--- src/rtl/core/mt19937_keystream_xor_cipher_core_macros.svh ---
// Assertion macros used by the keystream cipher controller RTL.
`ifndef MT19937_KEYSTREAM_XOR_CIPHER_CORE_MACROS_SVH
`define MT19937_KEYSTREAM_XOR_CIPHER_CORE_MACROS_SVH

`ifndef SYNTHESIS

// Plain property check, disabled during reset.
`define MTXC_ASSERT(lbl, clk, rstn, prop) \
	lbl: assert property (@(posedge clk) disable iff (!rstn) (prop)) \
		else $error("mtxc assertion failed");

// Next-cycle implication, disabled during reset.
`define MTXC_ASSERT_NEXT(lbl, clk, rstn, ante, cons) \
	lbl: assert property (@(posedge clk) disable iff (!rstn) (ante) |=> (cons)) \
		else $error("mtxc assertion failed");

`else

`define MTXC_ASSERT(lbl, clk, rstn, prop)
`define MTXC_ASSERT_NEXT(lbl, clk, rstn, ante, cons)

`endif

`endif

--- src/rtl/core/mtxc_pkg.sv ---
// Shared constants, state encoding and control types for the keystream cipher.
`default_nettype none

package mtxc_pkg;

	localparam int unsigned STATE_WORDS   = 624;
	localparam int unsigned SHIFT_WORDS   = 397;
	localparam int unsigned IDX_W         = $clog2(STATE_WORDS);
	localparam logic [31:0] MT_MATRIX     = 32'h9908_b0df;
	localparam logic [31:0] MT_INIT_MULT  = 32'd1812433253;
	localparam logic [IDX_W-1:0] LAST_IDX = IDX_W'(STATE_WORDS - 1);

	typedef logic [IDX_W-1:0] idx_t;

	typedef enum logic [5:0] {
		ST_IDLE     = 6'b000001,
		ST_SEED_MUL = 6'b000010,
		ST_SEED_ADD = 6'b000100,
		ST_RD_J     = 6'b001000,
		ST_RD_K     = 6'b010000,
		ST_WR       = 6'b100000
	} state_t;

	typedef struct packed {
		logic load_item;
		logic seed_start;
		logic seed_mul;
		logic seed_add;
		logic rd_j;
		logic rd_k;
		logic wr;
	} cmd_t;

	typedef struct packed {
		logic seed_done;
	} sts_t;

endpackage

`default_nettype wire

--- src/rtl/core/mtxc_ctrl.sv ---
// Controller: sequences seeding and per-word twist, owns the handshakes.
`default_nettype none

`include "mt19937_keystream_xor_cipher_core_macros.svh"

module mtxc_ctrl (
	input  wire logic           clk,
	input  wire logic           arst_n,
	input  wire logic           in_valid,
	output logic                in_ready,
	input  wire logic           restart,
	output logic                out_valid,
	input  wire logic           out_ready,
	output mtxc_pkg::cmd_t      cmd,
	input  wire mtxc_pkg::sts_t sts
);
	import mtxc_pkg::*;

	state_t st_q;
	state_t st_nxt;
	logic   engine_ready_q;
	logic   out_valid_q;

	always_comb begin
		st_nxt   = st_q;
		cmd      = '0;
		in_ready = 1'b0;
		case (st_q)
			ST_IDLE: begin
				in_ready = 1'b1;
				cmd.rd_j = 1'b1;
				if (in_valid) begin
					cmd.load_item = 1'b1;
					if (restart || !engine_ready_q) begin
						cmd.seed_start = 1'b1;
						st_nxt         = ST_SEED_MUL;
					end else begin
						// read of word j already issued this cycle
						st_nxt = ST_RD_K;
					end
				end
			end
			ST_SEED_MUL: begin
				cmd.seed_mul = 1'b1;
				st_nxt       = ST_SEED_ADD;
			end
			ST_SEED_ADD: begin
				cmd.seed_add = 1'b1;
				st_nxt       = sts.seed_done ? ST_RD_J : ST_SEED_MUL;
			end
			ST_RD_J: begin
				cmd.rd_j = 1'b1;
				st_nxt   = ST_RD_K;
			end
			ST_RD_K: begin
				cmd.rd_k = 1'b1;
				st_nxt   = ST_WR;
			end
			ST_WR: begin
				if (!out_valid_q || out_ready) begin
					cmd.wr = 1'b1;
					st_nxt = ST_IDLE;
				end
			end
			default: begin
				st_nxt = ST_IDLE;
			end
		endcase
	end

	always_ff @(posedge clk or negedge arst_n) begin
		if (!arst_n) begin
			st_q           <= ST_IDLE;
			engine_ready_q <= 1'b0;
			out_valid_q    <= 1'b0;
		end else begin
			st_q <= st_nxt;
			if (cmd.seed_start) begin
				engine_ready_q <= 1'b0;
			end else if (cmd.seed_add && sts.seed_done) begin
				engine_ready_q <= 1'b1;
			end
			if (cmd.wr) begin
				out_valid_q <= 1'b1;
			end else if (out_ready) begin
				out_valid_q <= 1'b0;
			end
		end
	end

	assign out_valid = out_valid_q;

	`MTXC_ASSERT_NEXT(a_wr_holds_on_stall, clk, arst_n, st_q == ST_WR && out_valid_q && !out_ready, st_q == ST_WR && out_valid_q)
	`MTXC_ASSERT_NEXT(a_seed_done_ready, clk, arst_n, st_q == ST_SEED_ADD && sts.seed_done, engine_ready_q && st_q == ST_RD_J)
	`MTXC_ASSERT_NEXT(a_restart_reseeds, clk, arst_n, in_valid && in_ready && restart, st_q == ST_SEED_MUL && !engine_ready_q)
	`MTXC_ASSERT(a_twist_needs_seed, clk, arst_n, !(cmd.rd_k || cmd.wr) || engine_ready_q)

endmodule

`default_nettype wire

--- config.mk ---
export PLATFORM = sky130hd
export DESIGN_NAME = mtxc_ctrl
export DESIGN_NICKNAME = d
export VERILOG_FILES = /design/src/rtl/core/mtxc_pkg.sv /design/src/rtl/core/mtxc_ctrl.sv
export VERILOG_INCLUDE_DIRS = /design/src /design/src/rtl/core
export SDC_FILE = /design/constraint.sdc
export NUM_CORES = 1
export LEC_CHECK = 0
export BUFFER_PORTS_ARGS = -buffer_cell sky130_fd_sc_hd__buf_2
export CORE_AREA = 3 3 40 42
export CTS_CLUSTER_DIAMETER = 50
export CTS_CLUSTER_SIZE = 14
export DETAILED_ROUTE_END_ITERATION = 7
export DIE_AREA = 0 0 43 45
export HOLD_SLACK_MARGIN = 0.05
export PLACE_DENSITY_LB_ADDON = 0.25
export SETUP_SLACK_MARGIN = 0.02
export SYNTH_ARGS = -nofsm -noshare
export SYNTH_HDL_FRONTEND = slang
export SYNTH_SLANG_ARGS = --single-unit
--- constraint.sdc ---
create_clock -name clk -period 2.7 [get_ports clk]
set_input_delay 0.405 -clock clk [delete_from_list [all_inputs] [get_ports clk]]
set_output_delay 0.405 -clock clk [all_outputs]
set_load 0.01 [all_outputs]
; After elaboration in Yosys (flattened, before gate mapping)
; Cells that the tools add are included.
; W data, S select, Z words.
[word_totals]
register_bits = 8
in_bits = 6
out_inout_bits = 9
elab_cells = 39
[op_classes]
n_reduce_logical = 9
eq_ne = 8
mux = 19
[op_table]
columns = cell, n
row1 = $pmux W6 S6, 1
row2 = $mux W1, 12
row3 = $mux W6, 2
row4 = $eq A6 B1 Y1 const B, 1
row5 = $eq A6 B2 Y1 const B, 1
row6 = $eq A6 B3 Y1 const B, 1
row7 = $eq A6 B4 Y1 const B, 1
row8 = $eq A6 B5 Y1 const B, 1
row9 = $eq A6 B6 Y1 const B, 1
row10 = $mux W5, 1
row11 = $mux W2, 2
row12 = $mux W4, 1
row13 = $ne A2 B2 Y1 const B, 2
row14 = $reduce_bool A2 Y1, 2
row15 = $logic_not A1 Y1, 2
row16 = $logic_or A1 B1 Y1, 2
row17 = $reduce_and A2 Y1, 1
row18 = $reduce_or A2 Y1, 1
row19 = $logic_and A1 B1 Y1, 1

; Depth between registers and ports, before layout
[logic_depth]
word_depth = 6
mapped_depth = 5
mapped_depth_nobuf = 5

; Worst setup path after synthesis
; Ideal clock, no wire load.
[synth_path]
path_type = reg2out
start = register st_q[0]
end = output port cmd[5] in the netlist's numbering
arrival_time_ns = 1.189
setup_slack_ns = 1.106
n_path_buf = 1
required_ns = 2.295
path_stages_with_launch = 6
path_cell_list = dfstp_2 buf_6 nand4b_4 inv_2 and2_4 nor2b_4
[synth_rtl]
columns = item, line_no
row1 = start: declaration, mtxc_ctrl.sv:19  ; state_t st_q;
row2 = start signal: assignment, mtxc_ctrl.sv:77  ; st_q <= st_nxt;
row3 = end: declaration, mtxc_ctrl.sv:14  ; output mtxc_pkg::cmd_t cmd,

==> impl_results.md <==
- Run status: finished clean
- R2R Setup Slk: approximately 1.4 ns
- Slew margin rel.: 0.767
- Global route overflow: 0
- Commonest non-fill, non-tap cell in the layout: buf_2
- Top Metal Used: met4
- H-tree lvl count: 1
- Setup violators final: 0
- Area grow syn2layout: 23.0%
- First-pass GRT wire length: 1620 um
- Num CTS Buffers: 3
- M1 wire length: 477 um
- Data required, critical path: between 2 and 2.5 ns
- Max Cap Viol: 0
- Most frequent cells in the layout: 14 x buf_2, 7 x dfrtp_1, 4 x nor2b_1
- I/O pin cnt: 15
- Fmax: 0.517 GHz
- DRT iter0 DRCs: 4
- R2R Path Start: st_q[4]
- Synth cell types: 29
- Skew final: roughly 0.0090 ns
- Vias in the first global route: ~370
- Routed len/inst: between 10 and 15 um
- Warnings, synthesis: 0
- Residual DRC: 0
- Crit share post-route: 0.717
- Post-CTS setup buffers: 0
- # rows: 13
- Power per Cell Area: 1000 nW/um^2
- Hold WC Path Type: in2reg
- Setup_tns: 0 ns
- Layout cells sized above 1: 0.424
- Clk slew on worst S/H paths: roughly 0.060 ns
- Die height: 45 um
- Fin. Hold Viols: 0
- Startpoint types: flop
- Die area: a little under 2000 um^2
- Via count: between 400 and 500
- Worst slack, placed: 1.03 ns
- N_diodes: 0
- Syn avg cell area: 10.3 um^2
- DP HPWL: approximately 750 um
- Critical Path Start: st_q[4]
- Final RePlAce weighted congestion: about 0.68
- Largest net degree at the start of global routing: 9
- Setup CP Type: reg2out
- Nets@finish: 73
- Unrepaired setup endpoints after global routing: false
- Crit path arrival time: approximately 1.5 ns
- Mapped Area: slightly below 500 um^2
- Routed length on met3: 85 um
- Clk_lat worst skew: 0.26 ns
- Total wire length: ~950 um
- Post-synthesis register bit count: 8
- Post-synthesis cell count: 48
- Worst setup margin: ~0.76 ns
- CTS root buf: clkbuf_4
- Clock Sinks: 8
- Post-synthesis sequential area ratio: 0.408
- Initial antenna violation count: 0
- Wire length on met2: about 360 um
- Critical Path End Type: primary output
- CP max FO: 6
- Final count of pins violating max slew: 0
- Worst vdd ir: between 0.4 and 0.5 mV
- Leak: roughly 0.31 nW
- CTS tree: yes
- Minimum clock period: between 1.5 and 2 ns
- Initial Utilization: 0.385
- Slew @ Worst Pin: 0.347 ns
- Die W: about 43 um
- Total Routing Usage GR: 0.117
- Drt pass-1 iters: 2
- Min-Delay Startpoint: restart
- Post-CTS sizing: 0
- Buffer depth of the longest clock path: 2
- CORE AREA: roughly 1300 um^2
- Routed Antenna Nets: 0
- Vias per inst: slightly above 5
- Syn Nets: 54
- PortBufs: 14
==> cell usage after synthesis <==
library cell	instances	area share
nand3_1	1	0.010
nor2_4	1	0.023
buf_6	1	0.023
and4b_1	3	0.061
dfstp_2	1	0.053
a21oi_1	2	0.020
o22ai_1	1	0.013
xor2_1	1	0.018
nand2_1	3	0.023
nor4_2	1	0.025
nand4_1	1	0.013
nor2b_4	1	0.028
and2_4	1	0.018
and2_1	1	0.013
o211ai_1	1	0.015
a2bb2oi_2	1	0.030
inv_1	2	0.015
nor2_1	3	0.023
and3_2	1	0.015
nor2_2	1	0.013
a2bb2oi_1	1	0.018
nand4b_4	1	0.048
nor3_1	1	0.010
nand2b_1	1	0.013
inv_2	1	0.0076
o21ai_2	1	0.018
dfrtp_1	7	0.35
nor2b_1	4	0.051
o21ai_0	3	0.030
==> kinds of logic after synthesis <==
group,Yosys count,share of synthesized area
flip-flops,8,0.408
buffers and inverters,4,0.0456
XOR/XNOR,1,0.0177
AO/OA/AOI/OAI,10,0.144
AND/OR/NAND/NOR,25,0.385
==> worst max-delay path, stage by stage (launching register included) <==
cell	delay (ns)
dfrtp_1	0.43
nor2_2	0.21
nand4b_4	0.15
inv_2	0.09
and2_4	0.15
nor2b_4	0.12
buf_2	0.12
==> registers in the layout, indices dropped and copies added (netlist names) <==
register and cells:
engine_ready_q 1, out_valid 1, st_q 6
==> final timing paths <==
path	to	cells after the start
max in group asynchronous	st_q[0]	2
hold / removal	engine_ready_q	2
min in group asynchronous	out_valid	2
setup / recovery	cmd[5]	6
hold reg to reg	engine_ready_q	1
setup reg to reg	st_q[0]	4
==> layer usage <==
layer  vias up  global-route usage
met4         0               0.108
li1        208                   -
met3         4              0.0239
met2        16               0.156
met5         -                   0
met1       184               0.156
==> where the power goes <==
group | switching [W] | internal, W
Sequential | 0.0000487 | 0.000157
Clock | 0.0000438 | 0.0000567
Combinational | 0.000152 | 0.000152
Total | 0.000244 | 0.000366
==> per-stage QoR <==
| step | cell area (um^2) | std cells | hold slack (ns) | power [W] | utilization |
|---|---|---|---|---|---|
| 2_1_floorplan | 494 | 48 | 0.109 | 0.000447 | - |
| 3_3_place_gp | 572 | 76 | 0.260 | 0.000510 | 0.445 |
| 3_5_place_dp | 572 | 76 | 0.264 | 0.000514 | 0.445 |
| 4_1_cts | 608 | 81 | 0.309 | 0.000621 | 0.473 |
| 5_1_grt | 608 | 81 | 0.313 | 0.000663 | 0.473 |
| 6_report | 608 | 81 | 0.316 | 0.000611 | 0.473 |
==> layout make-up <==
type,instances,area [um^2]
clock buffers,4,26.3
fillers,135,677
inverters,3,11.3
multi-input cells,36,270
flip-flops and latches,8,201
well taps,15,18.8
repair buffers,15,80.1
==> what timing repair did <==
item,CTS,global route
endpoints found under the hold margin,7,0
endpoints found under the setup margin,0,0
hold buffers,1,0
Power figures use the tool's default switching activity.
